[src/sv/lnr_pkg.sv]
package lnr_pkg;

    localparam int SCREEN_WIDTH  = 256;
    localparam int SCREEN_HEIGHT = 256;
    localparam int FRAC_BITS     = 16;

    localparam int COORD_W = 8;
    localparam int STEP_W  = COORD_W + 1;
    localparam int QUO_W   = COORD_W + FRAC_BITS;
    localparam int SLOPE_W = QUO_W + 2;
    localparam int ICPT_W  = 18;
    localparam int NUMER_W = 2 * COORD_W + 1;
    localparam int MUL_A_W = ICPT_W + 1;
    localparam int PROD_W  = MUL_A_W + SLOPE_W;

    localparam logic CMD_LOAD    = 1'b0;
    localparam logic CMD_ADVANCE = 1'b1;

    typedef struct packed {
        logic               cmd;
        logic [COORD_W-1:0] start_x;
        logic [COORD_W-1:0] start_y;
        logic [COORD_W-1:0] end_x;
        logic [COORD_W-1:0] end_y;
        logic [7:0]         red_in;
        logic [7:0]         green_in;
        logic [7:0]         blue_in;
    } req_t;

    typedef struct packed {
        logic [COORD_W-1:0] pixel_x;
        logic [COORD_W-1:0] pixel_y;
        logic [15:0]        pixel_index;
        logic [7:0]         red_out;
        logic [7:0]         green_out;
        logic [7:0]         blue_out;
        logic               last_pixel;
    } pix_t;

    typedef enum logic [1:0] {
        KIND_EMPTY,
        KIND_XSTEP,
        KIND_YSTEP,
        KIND_VERT
    } kind_t;

    typedef enum logic [1:0] {
        DIV_SLOPE,
        DIV_INV,
        DIV_ICPT
    } div_sel_t;

    typedef struct packed {
        logic     capture;
        logic     emit;
        logic     div_start;
        div_sel_t start_sel;
        logic     div_store;
        div_sel_t store_sel;
        logic     commit;
    } ctrl_cmd_t;

    typedef struct packed {
        kind_t kind;
        logic  div_done;
        logic  line_active;
        logic  out_full;
    } ctrl_stat_t;

endpackage

[src/sv/lnr_div.sv]
module lnr_div (
    input  logic                             clk,
    input  logic                             rst_n,
    input  logic                             start,
    input  logic [lnr_pkg::QUO_W-1:0]        dividend,
    input  logic [lnr_pkg::COORD_W-1:0]      divisor,
    output logic                             done,
    output logic [lnr_pkg::QUO_W-1:0]        quotient
);

    localparam int QW    = lnr_pkg::QUO_W;
    localparam int DW    = lnr_pkg::COORD_W;
    localparam int CNT_W = $clog2(QW + 1);

    logic [CNT_W-1:0] cnt_reg, cnt_next;
    logic             done_reg, done_next;
    logic [DW-1:0]    rem_reg, rem_next;
    logic [DW-1:0]    dsr_reg, dsr_next;
    logic [QW-1:0]    quo_reg, quo_next;
    logic [DW:0]      shifted;
    logic [DW:0]      diff;
    logic             fits;

    always_comb
    begin
        shifted   = {rem_reg, quo_reg[QW-1]};
        diff      = shifted - {1'b0, dsr_reg};
        fits      = (shifted >= {1'b0, dsr_reg});
        cnt_next  = cnt_reg;
        done_next = 1'b0;
        rem_next  = rem_reg;
        dsr_next  = dsr_reg;
        quo_next  = quo_reg;
        if (start)
        begin
            cnt_next = CNT_W'(QW);
            rem_next = '0;
            dsr_next = divisor;
            quo_next = dividend;
        end
        else if (cnt_reg != '0)
        begin
            rem_next  = fits ? diff[DW-1:0] : shifted[DW-1:0];
            quo_next  = {quo_reg[QW-2:0], fits};
            cnt_next  = cnt_reg - CNT_W'(1);
            done_next = (cnt_reg == CNT_W'(1));
        end
    end

    always_ff @(posedge clk or negedge rst_n)
    begin
        if (!rst_n)
        begin
            cnt_reg  <= '0;
            done_reg <= 1'b0;
        end
        else
        begin
            cnt_reg  <= cnt_next;
            done_reg <= done_next;
        end
    end

    always_ff @(posedge clk)
    begin
        rem_reg <= rem_next;
        dsr_reg <= dsr_next;
        quo_reg <= quo_next;
    end

    assign done     = done_reg;
    assign quotient = quo_reg;

endmodule

[src/sv/lnr_datapath.sv]
module lnr_datapath (
    input  logic                   clk,
    input  logic                   rst_n,
    input  lnr_pkg::req_t          req,
    input  lnr_pkg::ctrl_cmd_t     cmd,
    input  logic                   pix_stall,
    output lnr_pkg::ctrl_stat_t    stat,
    output logic                   pix_valid,
    output lnr_pkg::pix_t          pix
);

    localparam int CW  = lnr_pkg::COORD_W;
    localparam int SW  = lnr_pkg::STEP_W;
    localparam int QW  = lnr_pkg::QUO_W;
    localparam int LW  = lnr_pkg::SLOPE_W;
    localparam int BW  = lnr_pkg::ICPT_W;
    localparam int NW  = lnr_pkg::NUMER_W;
    localparam int AW  = lnr_pkg::MUL_A_W;
    localparam int PW  = lnr_pkg::PROD_W;
    localparam int FB  = lnr_pkg::FRAC_BITS;

    localparam logic signed [PW:0] HALF_Q = (PW + 1)'(1) << (FB - 1);
    localparam logic signed [PW:0] X_MAX  = (PW + 1)'(lnr_pkg::SCREEN_WIDTH - 1);
    localparam logic signed [PW:0] Y_MAX  = (PW + 1)'(lnr_pkg::SCREEN_HEIGHT - 1);

    logic [CW-1:0]           x1_reg, y1_reg, x2_reg, y2_reg;
    logic [23:0]             color_reg;
    logic signed [NW-1:0]    numer_reg;
    logic [2*CW-1:0]         prod_a, prod_b;
    logic signed [SW-1:0]    dx, dy;
    lnr_pkg::kind_t          kind;

    logic [CW-1:0]           dy_mag;
    logic [NW-2:0]           numer_mag;
    logic [QW-1:0]           dvd;
    logic [CW-1:0]           dsr;
    logic                    neg;
    logic                    div_neg_reg;
    logic                    div_done;
    logic [QW-1:0]           quo;
    logic signed [LW-1:0]    quo_slope;
    logic signed [BW-1:0]    quo_icpt;

    logic signed [LW-1:0]    slope_reg, inv_reg;
    logic signed [BW-1:0]    b_reg;
    logic [SW-1:0]           step_reg, step_next, stop_reg;
    logic                    along_y_reg, vert_reg, active_reg;

    logic signed [AW-1:0]    a_op;
    logic signed [LW-1:0]    b_op;
    logic signed [PW-1:0]    prod_reg;

    logic signed [PW:0]      b_wide, step_wide, sum, rnd, cx_raw, cy_raw;
    logic [CW-1:0]           ox, oy;
    logic [31:0]             idx_full;
    logic                    last;

    logic                    pix_valid_reg;
    lnr_pkg::pix_t           pix_reg, pix_next;

    assign prod_a = req.end_y * req.start_x;
    assign prod_b = req.start_y * req.end_x;

    assign dx = $signed({1'b0, x2_reg}) - $signed({1'b0, x1_reg});
    assign dy = $signed({1'b0, y2_reg}) - $signed({1'b0, y1_reg});

    always_comb
    begin
        if (dx > 0 && dy <= 0)
            kind = lnr_pkg::KIND_XSTEP;
        else if (dx > 0 && dy > 0)
            kind = lnr_pkg::KIND_YSTEP;
        else if (dx == 0 && dy > 0)
            kind = lnr_pkg::KIND_VERT;
        else
            kind = lnr_pkg::KIND_EMPTY;
    end

    always_comb
    begin
        dy_mag    = dy[SW-1] ? CW'(-dy) : dy[CW-1:0];
        numer_mag = numer_reg[NW-1] ? (NW - 1)'(-numer_reg) : numer_reg[NW-2:0];
        case (cmd.start_sel)
            lnr_pkg::DIV_SLOPE:
            begin
                dvd = {dy_mag, {FB{1'b0}}};
                dsr = dx[CW-1:0];
                neg = dy[SW-1];
            end
            lnr_pkg::DIV_INV:
            begin
                dvd = {dx[CW-1:0], {FB{1'b0}}};
                dsr = dy[CW-1:0];
                neg = 1'b0;
            end
            default:
            begin
                dvd = QW'(numer_mag);
                dsr = dx[CW-1:0];
                neg = numer_reg[NW-1];
            end
        endcase
    end

    lnr_div u_div (
        .clk      (clk),
        .rst_n    (rst_n),
        .start    (cmd.div_start),
        .dividend (dvd),
        .divisor  (dsr),
        .done     (div_done),
        .quotient (quo)
    );

    assign quo_slope = div_neg_reg ? -$signed(LW'(quo)) : $signed(LW'(quo));
    assign quo_icpt  = div_neg_reg ? -$signed(BW'(quo)) : $signed(BW'(quo));

    always_comb
    begin
        if (cmd.commit)
            step_next = (kind == lnr_pkg::KIND_XSTEP) ? {1'b0, x1_reg} : {1'b0, y1_reg};
        else if (cmd.emit)
            step_next = step_reg + SW'(1);
        else
            step_next = step_reg;
    end

    always_comb
    begin
        if (along_y_reg)
            a_op = $signed({{(AW - SW){1'b0}}, step_next}) + $signed({b_reg[BW-1], b_reg});
        else
            a_op = $signed({{(AW - SW){1'b0}}, step_next});
        b_op = along_y_reg ? inv_reg : slope_reg;
    end

    always_comb
    begin
        b_wide    = {{(PW + 1 - BW){b_reg[BW-1]}}, b_reg};
        step_wide = $signed({{(PW + 1 - SW){1'b0}}, step_reg});
        sum       = $signed({prod_reg[PW-1], prod_reg}) + HALF_Q;
        if (!along_y_reg)
            sum = sum - (b_wide <<< FB);
        rnd = sum >>> FB;
        if (along_y_reg)
        begin
            cy_raw = step_wide;
            cx_raw = vert_reg ? b_wide : rnd;
        end
        else
        begin
            cx_raw = step_wide;
            cy_raw = rnd;
        end
        if (cx_raw < 0)
            ox = '0;
        else if (cx_raw > X_MAX)
            ox = X_MAX[CW-1:0];
        else
            ox = cx_raw[CW-1:0];
        if (cy_raw < 0)
            oy = '0;
        else if (cy_raw > Y_MAX)
            oy = Y_MAX[CW-1:0];
        else
            oy = cy_raw[CW-1:0];
        idx_full = 32'(lnr_pkg::SCREEN_WIDTH) * 32'(oy) + 32'(ox);
        last     = (({1'b0, step_reg} + (SW + 1)'(1)) >= {1'b0, stop_reg});

        pix_next.pixel_x     = ox;
        pix_next.pixel_y     = oy;
        pix_next.pixel_index = idx_full[15:0];
        pix_next.red_out     = color_reg[23:16];
        pix_next.green_out   = color_reg[15:8];
        pix_next.blue_out    = color_reg[7:0];
        pix_next.last_pixel  = last;
    end

    always_ff @(posedge clk or negedge rst_n)
    begin
        if (!rst_n)
        begin
            slope_reg     <= '0;
            inv_reg       <= '0;
            b_reg         <= '0;
            step_reg      <= '0;
            stop_reg      <= '0;
            along_y_reg   <= 1'b0;
            vert_reg      <= 1'b0;
            active_reg    <= 1'b0;
            color_reg     <= '0;
            pix_valid_reg <= 1'b0;
        end
        else
        begin
            step_reg <= step_next;
            if (cmd.capture)
            begin
                color_reg  <= {req.red_in, req.green_in, req.blue_in};
                active_reg <= 1'b0;
            end
            if (cmd.div_store)
            begin
                case (cmd.store_sel)
                    lnr_pkg::DIV_SLOPE: slope_reg <= quo_slope;
                    lnr_pkg::DIV_INV:   inv_reg   <= quo_slope;
                    default:            b_reg     <= quo_icpt;
                endcase
            end
            if (cmd.commit)
            begin
                along_y_reg <= (kind != lnr_pkg::KIND_XSTEP);
                vert_reg    <= (kind == lnr_pkg::KIND_VERT);
                stop_reg    <= (kind == lnr_pkg::KIND_XSTEP) ? {1'b0, x2_reg}
                                                             : {1'b0, y2_reg};
                active_reg  <= 1'b1;
                if (kind == lnr_pkg::KIND_VERT)
                begin
                    b_reg     <= $signed({{(BW - CW){1'b0}}, x1_reg});
                    slope_reg <= '0;
                    inv_reg   <= '0;
                end
            end
            if (cmd.emit && last)
                active_reg <= 1'b0;
            if (cmd.emit)
                pix_valid_reg <= 1'b1;
            else if (!pix_stall)
                pix_valid_reg <= 1'b0;
        end
    end

    always_ff @(posedge clk)
    begin
        if (cmd.capture)
        begin
            x1_reg    <= req.start_x;
            y1_reg    <= req.start_y;
            x2_reg    <= req.end_x;
            y2_reg    <= req.end_y;
            numer_reg <= $signed({1'b0, prod_a}) - $signed({1'b0, prod_b});
        end
        if (cmd.div_start)
            div_neg_reg <= neg;
        prod_reg <= a_op * b_op;
        if (cmd.emit)
            pix_reg <= pix_next;
    end

    assign stat.kind        = kind;
    assign stat.div_done    = div_done;
    assign stat.line_active = active_reg;
    assign stat.out_full    = pix_valid_reg;

    assign pix_valid = pix_valid_reg;
    assign pix       = pix_reg;

endmodule

[src/sv/lnr_ctrl.sv]
module lnr_ctrl (
    input  logic                   clk,
    input  logic                   rst_n,
    input  logic                   req_valid,
    input  logic                   req_cmd,
    input  logic                   pix_stall,
    input  lnr_pkg::ctrl_stat_t    stat,
    output logic                   req_stall,
    output lnr_pkg::ctrl_cmd_t     cmd
);

    typedef enum logic [2:0] {
        S_IDLE,
        S_DECODE,
        S_DIV_SLOPE,
        S_DIV_INV,
        S_DIV_ICPT,
        S_SETTLE
    } state_t;

    state_t state_reg, state_next;
    logic   accept;

    always_comb
    begin
        state_next    = state_reg;
        req_stall     = 1'b1;
        cmd.capture   = 1'b0;
        cmd.emit      = 1'b0;
        cmd.div_start = 1'b0;
        cmd.start_sel = lnr_pkg::DIV_SLOPE;
        cmd.div_store = 1'b0;
        cmd.store_sel = lnr_pkg::DIV_SLOPE;
        cmd.commit    = 1'b0;
        accept        = 1'b0;
        unique case (state_reg)
            S_IDLE:
            begin
                req_stall = !(req_cmd == lnr_pkg::CMD_LOAD || !stat.line_active ||
                              !stat.out_full || !pix_stall);
                accept    = req_valid && !req_stall;
                if (accept && req_cmd == lnr_pkg::CMD_LOAD)
                begin
                    cmd.capture = 1'b1;
                    state_next  = S_DECODE;
                end
                else if (accept)
                    cmd.emit = stat.line_active;
            end
            S_DECODE:
            begin
                unique case (stat.kind) inside
                    lnr_pkg::KIND_EMPTY:
                        state_next = S_IDLE;
                    lnr_pkg::KIND_VERT:
                    begin
                        cmd.commit = 1'b1;
                        state_next = S_SETTLE;
                    end
                    lnr_pkg::KIND_XSTEP, lnr_pkg::KIND_YSTEP:
                    begin
                        cmd.div_start = 1'b1;
                        cmd.start_sel = lnr_pkg::DIV_SLOPE;
                        state_next    = S_DIV_SLOPE;
                    end
                endcase
            end
            S_DIV_SLOPE:
            begin
                if (stat.div_done)
                begin
                    cmd.div_store = 1'b1;
                    cmd.store_sel = lnr_pkg::DIV_SLOPE;
                    cmd.div_start = 1'b1;
                    if (stat.kind == lnr_pkg::KIND_YSTEP)
                    begin
                        cmd.start_sel = lnr_pkg::DIV_INV;
                        state_next    = S_DIV_INV;
                    end
                    else
                    begin
                        cmd.start_sel = lnr_pkg::DIV_ICPT;
                        state_next    = S_DIV_ICPT;
                    end
                end
            end
            S_DIV_INV:
            begin
                if (stat.div_done)
                begin
                    cmd.div_store = 1'b1;
                    cmd.store_sel = lnr_pkg::DIV_INV;
                    cmd.div_start = 1'b1;
                    cmd.start_sel = lnr_pkg::DIV_ICPT;
                    state_next    = S_DIV_ICPT;
                end
            end
            S_DIV_ICPT:
            begin
                if (stat.div_done)
                begin
                    cmd.div_store = 1'b1;
                    cmd.store_sel = lnr_pkg::DIV_ICPT;
                    cmd.commit    = 1'b1;
                    state_next    = S_SETTLE;
                end
            end
            S_SETTLE:
                state_next = S_IDLE;
            default:
                state_next = S_IDLE;
        endcase
    end

    always_ff @(posedge clk or negedge rst_n)
    begin
        if (!rst_n)
            state_reg <= S_IDLE;
        else
            state_reg <= state_next;
    end

endmodule

[src/sv/slope_intercept_line_raster_core.sv]
// Slope-intercept line rasterizer. Requests arrive on the req channel and pixels
// leave on the pix channel; both use valid and stall, and a transaction completes
// on a clock edge with valid high and stall low.
// A load request (cmd low) captures two endpoints and a color and replaces any
// line in progress. It produces no pixel. The slope, inverse slope and intercept
// come from one shared restoring divider that retires one quotient bit per cycle.
// A load holds stall high until the line is set up: a line stepped along x needs
// the slope and intercept divisions, a line stepped along y also the inverse slope
// division, and a vertical or an empty line needs no division.
// An advance request (cmd high) emits one pixel of the active line, and the
// pixel shows on pix the cycle after its request completes. Unless a waiting pixel
// is stalled, advances are taken one per cycle: the product register always tracks
// the next step coordinate. An advance with no active line completes and
// produces nothing. The pixel that ends the line carries last_pixel. While the
// receiver stalls a waiting pixel, advances on an active line stall, but a load
// is still taken. Reset clears the line state, so no line is active afterward.
module slope_intercept_line_raster_core (
    input  logic             clk,
    input  logic             rst_n,
    input  logic             req_valid,
    output logic             req_stall,
    input  lnr_pkg::req_t    req,
    output logic             pix_valid,
    input  logic             pix_stall,
    output lnr_pkg::pix_t    pix
);

    lnr_pkg::ctrl_cmd_t  cmd;
    lnr_pkg::ctrl_stat_t stat;

    lnr_ctrl u_ctrl (
        .clk       (clk),
        .rst_n     (rst_n),
        .req_valid (req_valid),
        .req_cmd   (req.cmd),
        .pix_stall (pix_stall),
        .stat      (stat),
        .req_stall (req_stall),
        .cmd       (cmd)
    );

    lnr_datapath u_datapath (
        .clk       (clk),
        .rst_n     (rst_n),
        .req       (req),
        .cmd       (cmd),
        .pix_stall (pix_stall),
        .stat      (stat),
        .pix_valid (pix_valid),
        .pix       (pix)
    );

endmodule

[config.mk]
export PLATFORM = sky130hd
export DESIGN_NAME = slope_intercept_line_raster_core
export DESIGN_NICKNAME = d
export VERILOG_FILES = /design/src/sv/lnr_pkg.sv /design/src/sv/lnr_div.sv /design/src/sv/lnr_datapath.sv /design/src/sv/lnr_ctrl.sv /design/src/sv/slope_intercept_line_raster_core.sv
export SDC_FILE = /design/constraint.sdc
export NUM_CORES = 2
export LEC_CHECK = 0
export ABC_AREA = 0
export BUFFER_PORTS_ARGS = -buffer_cell sky130_fd_sc_hd__buf_4
export CAP_MARGIN = 20
export CORE_ASPECT_RATIO = 1.2
export CORE_MARGIN = 5
export CORE_UTILIZATION = 65
export CTS_CLUSTER_SIZE = 14
export DETAILED_ROUTE_END_ITERATION = 10
export MAX_ROUTING_LAYER = met4
export PLACE_DENSITY = 0.81
export RECOVER_POWER = 25
export SYNTH_ARGS = -nofsm -noshare
export SYNTH_HDL_FRONTEND = slang
export SYNTH_SLANG_ARGS = --single-unit
[constraint.sdc]
create_clock -name clk -period 17 [get_ports clk]
set_clock_uncertainty 0.05 [all_clocks]
set_input_delay 0 -clock clk [delete_from_list [all_inputs] [get_ports clk]]
set_output_delay 0 -clock clk [all_outputs]
set_load 0.02 [all_outputs]
* Word-level counts from Yosys, hierarchy flattened
Index checks and enable logic that the tools add are counted.
** Cells by class
- Muxes and demuxes :: 69
- Bitwise logic cells :: 1
- Multiply operators :: 3
- $lt $le $gt $ge :: 9
- Eq/ne operators :: 16
- Add/subtract/negate cells :: 15
- Reductions and logical operators :: 24
** Operators by type and width (count)
- $mux W26 :: 10
- $mux W46 :: 4
- $gt A46 B9 Y1 const B :: 2
- $lt A46 B1 Y1 const B :: 2
- $mux W18 :: 5
- $mux W8 :: 9
- $mux W24 :: 2
- $pmux W24 S2 :: 1
- $add A45 B17 Y46 const B :: 1
- $sub A46 B34 Y46 :: 1
- $mul A19 B26 Y45 :: 1
- $logic_not A32 Y1 :: 1
- $mul A8 B8 Y16 :: 2
- $pmux W3 S3 :: 3
- $neg A24 Y26 :: 1
- $add A10 B18 Y19 :: 1
- $mux W19 :: 1
- $gt A9 B1 Y1 const B :: 2
- $mux W3 :: 6
- $mux W9 :: 2
- $neg A18 Y18 :: 1
- $sub A8 B8 Y9 :: 2
- $sub A16 B16 Y17 :: 1
- $add A16 B8 Y16 :: 1
- other kinds (35) :: 75
** Storage, ports and cells
- Word-level logic and storage cells :: 167
- Flip-flop bits (word level) :: 317

* Depth between registers and ports, before layout
- Depth after elaboration :: 16
- Mapped depth :: 53
- Gate-level depth less buffers :: 50

* Hierarchy
A second synthesis with hierarchy kept.
** Unflattened totals
- Cells, all modules :: 4055
- Area total of the unflattened synthesis :: 38145.3 µm²
** Modules (own cells, without submodules)
- lnr_datapath :: cells each 3803, area an instance 35348.9 µm², seq. area each 6211.0 µm², times used 1
- lnr_div :: cells each 203, area an instance 2444.8 µm², seq. area each 1271.2 µm², times used 1
- lnr_ctrl :: cells each 49, area an instance 351.6 µm², seq. area each 75.1 µm², times used 1

* Worst setup path before layout
Ideal clock, no wire load.
- Path type :: reg2reg
- Start :: register u_datapath.x1_reg[0]
- End :: register u_datapath.prod_reg[44]
- Setup slack :: 5116 ps
- Required time :: 16817 ps
- Period minus slack after synthesis :: 11884 ps
- Library setup time :: 133 ps
- Cell stages (with the launch flop) :: 48
- Arrival time :: 11701 ps
- Path through :: edfxtp_1 ha_1 fa_1 nand2b_1 a211oi_1 o21ai_0 a2111o_1 or4b_4 o21a_1 clkbuf_1 clkbuf_1 o31a_1 fa_1 a21oi_1 o21bai_1 a21oi_1 nor2_1 nor2_1 [12 not listed] fa_1 fa_1 fa_1 ha_1 ha_1 a21o_1 a21o_1 a21o_1 a21o_1 a21oi_1 o21ai_0 a21o_1 a21oi_1 o221ai_1 o2111ai_1 a21oi_2 nor4_1 a311oi_1
** Between the ends
- Longest elaborated chain between the ends :: 13
- Elaborated cells on any way between the ends :: 18
- Those cells by class :: add/sub (2); mul (1); order compare (1); eq/ne (2); mux (8); reduce/logical (4)
** RTL lines
- from (decl) :: line lnr_datapath.sv:26 : logic [CW-1:0] x1_reg, y1_reg, x2_reg, y2_reg;
- from (signal assigned) :: line lnr_datapath.sv:237 : x1_reg <= req.start_x;
- $sub A8 B8 Y9 * :: line lnr_datapath.sv:64 : assign dx = $signed({1'b0, x2_reg}) - $signed({1'b0, x1_reg});
- parallel branches: the longest is 4 deep, another holds $gt A9 B1 Y1
- $mux W2 * :: line lnr_datapath.sv:69 : if (dx > 0 && dy <= 0)
- $eq A2 B2 Y1
- $mux W1 :: line lnr_ctrl.sv:52 : unique case (stat.kind) inside
- $pmux W1 S2 :: line lnr_ctrl.sv:36 : unique case (state_reg)
- $mux W9 * :: line lnr_datapath.sv:120 : if (cmd.commit)
- net u_datapath.step_next[1] :: line lnr_datapath.sv:46 : logic [SW-1:0] step_reg, step_next, stop_reg;
- $add A10 B18 Y19 :: line lnr_datapath.sv:131 : a_op = $signed({{(AW - SW){1'b0}}, step_next}) + $signed({b_reg[BW-1], b_reg});
- $mux W19 * :: line lnr_datapath.sv:130 : if (along_y_reg)
- $mul A19 B26 Y45 * :: line lnr_datapath.sv:245 : prod_reg <= a_op * b_op;
- to (signal assigned) :: line lnr_datapath.sv:245
- to (decl) :: line lnr_datapath.sv:51 : logic signed [PW-1:0] prod_reg;
Mark *: on every way through the listed nets, which the timed path passes.
A chain may end at the register's enable or synchronous reset.

* Final worst setup path
- Start :: register u_datapath.x1_reg[0]
- End :: register u_datapath.prod_reg[44]
** Between the ends
- Longest elaborated chain between the ends :: 13
- Elaborated cells on any way between the ends :: 18
- Those cells by class :: add/sub (2); mul (1); order compare (1); eq/ne (2); mux (8); reduce/logical (4)
** RTL lines (line)
- parallel branches: the longest is 9 deep, another holds $sub A8 B8 Y9
- $mux W9 * :: lnr_datapath.sv:120
- net u_datapath.step_next[0] :: lnr_datapath.sv:46
- $add A10 B18 Y19 :: lnr_datapath.sv:131
- $mux W19 * :: lnr_datapath.sv:130
- $mul A19 B26 Y45 * :: lnr_datapath.sv:245
Marked as above.

==> impl_metrics.json <==
{
  "outcome": "complete, but fails checks",
  "violations": "max-capacitance violations, max-slew violations",
  "fillers": 4312,
  "timing.slew.headroom_pct": -74.4,
  "crit_fanout": 22,
  "syn_inst": 4069,
  "synth_fp_nets": 4988,
  "dp.cells": 4806,
  "postCtsSetupBuffers": 0,
  "viasPerCell": 6.03,
  "clock_sink_count": 285,
  "slowest_stage": "nand2b_1",
  "async_flop_share_pct": 43.5,
  "hold_buffers": 86,
  "final_common_cell": "inv_1",
  "final_cell_mix": "inv_1, nand2_1, fa_1",
  "die_y_microns": 273,
  "fin_crit_ns": 13.46,
  "avgSynthCellArea_sq_um": 9.22,
  "cts_buffer_depth": 3,
  "routedWlPerCell_microns": 21.6,
  "start_kind": "register",
  "hp-class": "in2reg",
  "die_x_microns": 229,
  "cp.arrival_ns": 13.88,
  "largest_reg_flops": 41,
  "ys_ff_latch": 285,
  "syn_area_sq_mm": 0.0375,
  "cts_inserted_buffers": 30,
  "grtUsageTotal_pct": 35.5,
  "portBuffers": 119,
  "antenna_found_initial": 2,
  "yosysWarnings": 0,
  "dpl.hpwl_microns": 82600,
  "drc": 0,
  "initialDrtViolationCount": 2318,
  "grt_pass1_vias": 31920,
  "hold_violations": 0,
  "max_freq_mhz": 74.3,
  "final_area_sq_mm": 0.0407,
  "critPathCaptureType": "register",
  "cap_violations": 1,
  "setup_viol": 0,
  "rsz0062_at_grt": "no",
  "drive_gt1_share_pct": 4.48,
  "finalMaxSlewViolations": 49,
  "cpPeakStageDelay_ns": 0.74,
  "synth_edf_count": 123,
  "place_congestion": 1.02,
  "placementRows": 96,
  "cp.required_ns": 17.42,
  "crit_type": "reg2reg",
  "yosysSeqAreaShare_pct": 20.2,
  "drt_first_pass_iters": 8,
  "grt_first_pass_wirelength_microns": 171000,
  "worstMarginPinSlew_ns": 2.62,
  "cpMostUsedCell": "fa_1",
  "postRouteAntennaNets": 0,
  "clk_pin_slew_ns": 0.07,
  "place_area_sq_mm": 0.0390,
  "start_util_pct": 65.6,
  "yosys.cell_types.count": 80,
  "wl_microns": 107000,
  "finalNonFillerCells": 4954,
  "period_share_pct": 79.2,
  "h-tree-depth": 1,
  "core_sq_mm": 0.0572,
  "grt-ovfl-total": 0,
  "ctsRootBufferMaster": "clkbuf_16",
  "whs_ns": 0.135,
  "vias": 29858,
  "clkLatencyLatePin_ns": 0.61,
  "design.die.area_sq_mm": 0.0626,
  "area_growth_pct": 8.42,
  "grt_max_degree": 77,
  "cts_tree": "yes",
  "synthFlopType": "dfrtp_1",
  "fin_setup_tns_ns": 0,
  "layout.nets": 5112,
  "cts-resized-gates": 0,
  "io_pins": 120
}
layer usage:
metal	GRT usage (%)	wire (microns)	share of wire [%]	vias up
met3	4.71	7530	7.1	470
met2	61.9	54800	51	1414
met4	20.3	7920	7.4	0
li1	-	-	-	13150
met1	39.5	36600	34	14824
met5	-	0	0	-
path summary, 6_finish.rpt:
| path | startpoint | end | slack, ns | cells after the start |
|---|---|---|---|---|
| min in group asynchronous | rst_n | u_datapath.b_reg[2]$_DFF_PN0_ | 0.96 | 4 |
| max in group asynchronous | rst_n | u_datapath.along_y_reg$_DFFE_PN0N_ | 13.46 | 4 |
| worst max-delay path | u_datapath.x1_reg[0]$_DFFE_PP_ | u_datapath.prod_reg[44]$_DFF_P_ | 3.54 | 45 |
| worst min-delay path | pix_stall | u_datapath.pix_valid$_DFFE_PN0P_ | 0.13 | 3 |
| worst min register to register | u_datapath.color_reg[15]$_DFFE_PN0P_ | u_datapath.pix[16]$_DFFE_PP_ | 0.40 | 0 |
| worst max register to register | u_datapath.x1_reg[0]$_DFFE_PP_ | u_datapath.prod_reg[44]$_DFF_P_ | 3.54 | 45 |
stage by stage:
step                      util [%]  setup slack, ns
final                         71.1             3.54
after detailed placement      68.2             3.46
after CTS                     71.5             3.35
after floorplan                  -             5.12
after global placement        68.2             3.73
after global routing          71.1             2.70
kinds of logic after synthesis:
logic type               synth area share [%]
flip-flops                               20.2
AND/OR/NAND/NOR                          14.9
adder cells (fa/ha/maj)                  40.5
XOR/XNOR                                 4.16
buffers and inverters                    8.88
multiplexers                             2.70
AO/OA/AOI/OAI                            8.73
cell type report:
class	instances	area, sq um	area share (%)
diodes	2	5.00	0.0123
multi-input cells	2913	26700	65.6
flip-flops and latches	285	7560	18.6
clock buffers	36	783	1.93
clock inverters	20	228	0.560
well taps	735	920	2.26
inverters	722	2710	6.67
repair buffers	241	1780	4.37
cells in the mapped netlist, types with 8 or more instances:
cell type	instances	area, sq um
a211oi_1	71	533
nand3_1	24	120
o21bai_1	17	128
o41ai_1	8	70.1
nor2b_1	30	188
ha_1	267	3340
a21oi_1	123	616
and2_1	87	544
mux2i_1	65	651
or4_1	14	105
a21o_1	39	293
a311oi_1	16	140
dfrtp_1	124	3100
nor3_1	36	180
xor2_1	75	657
o21a_1	13	97.6
and3_1	22	138
nand2b_1	32	200
buf_4	16	120
a31oi_1	11	68.8
o22ai_1	13	81.3
nor2_1	353	1330
clkbuf_1	124	465
edfxtp_1	123	3690
mux2_2	30	338
dfxtp_1	38	761
o31ai_1	14	105
buf_1	8	30.0
nor4_1	15	93.8
nand2_1	607	2280
o21ai_0	110	551
or3_1	18	113
inv_1	719	2700
a21boi_0	11	82.6
xnor2_1	103	902
nand4_1	14	87.6
fa_1	591	11800
critical path: cells and delay by family, from the launching register on:
family          cells  cell delay (ns)
compound gates     22             4.92
fa+ha+maj          12             5.06
flops               1             0.42
xor+xnor            1             0.31
simple gates       10             2.59
Power is left out: the tool's default activity adds up to more than one toggle a clock period on the data nets, which glitch-free logic cannot reach.
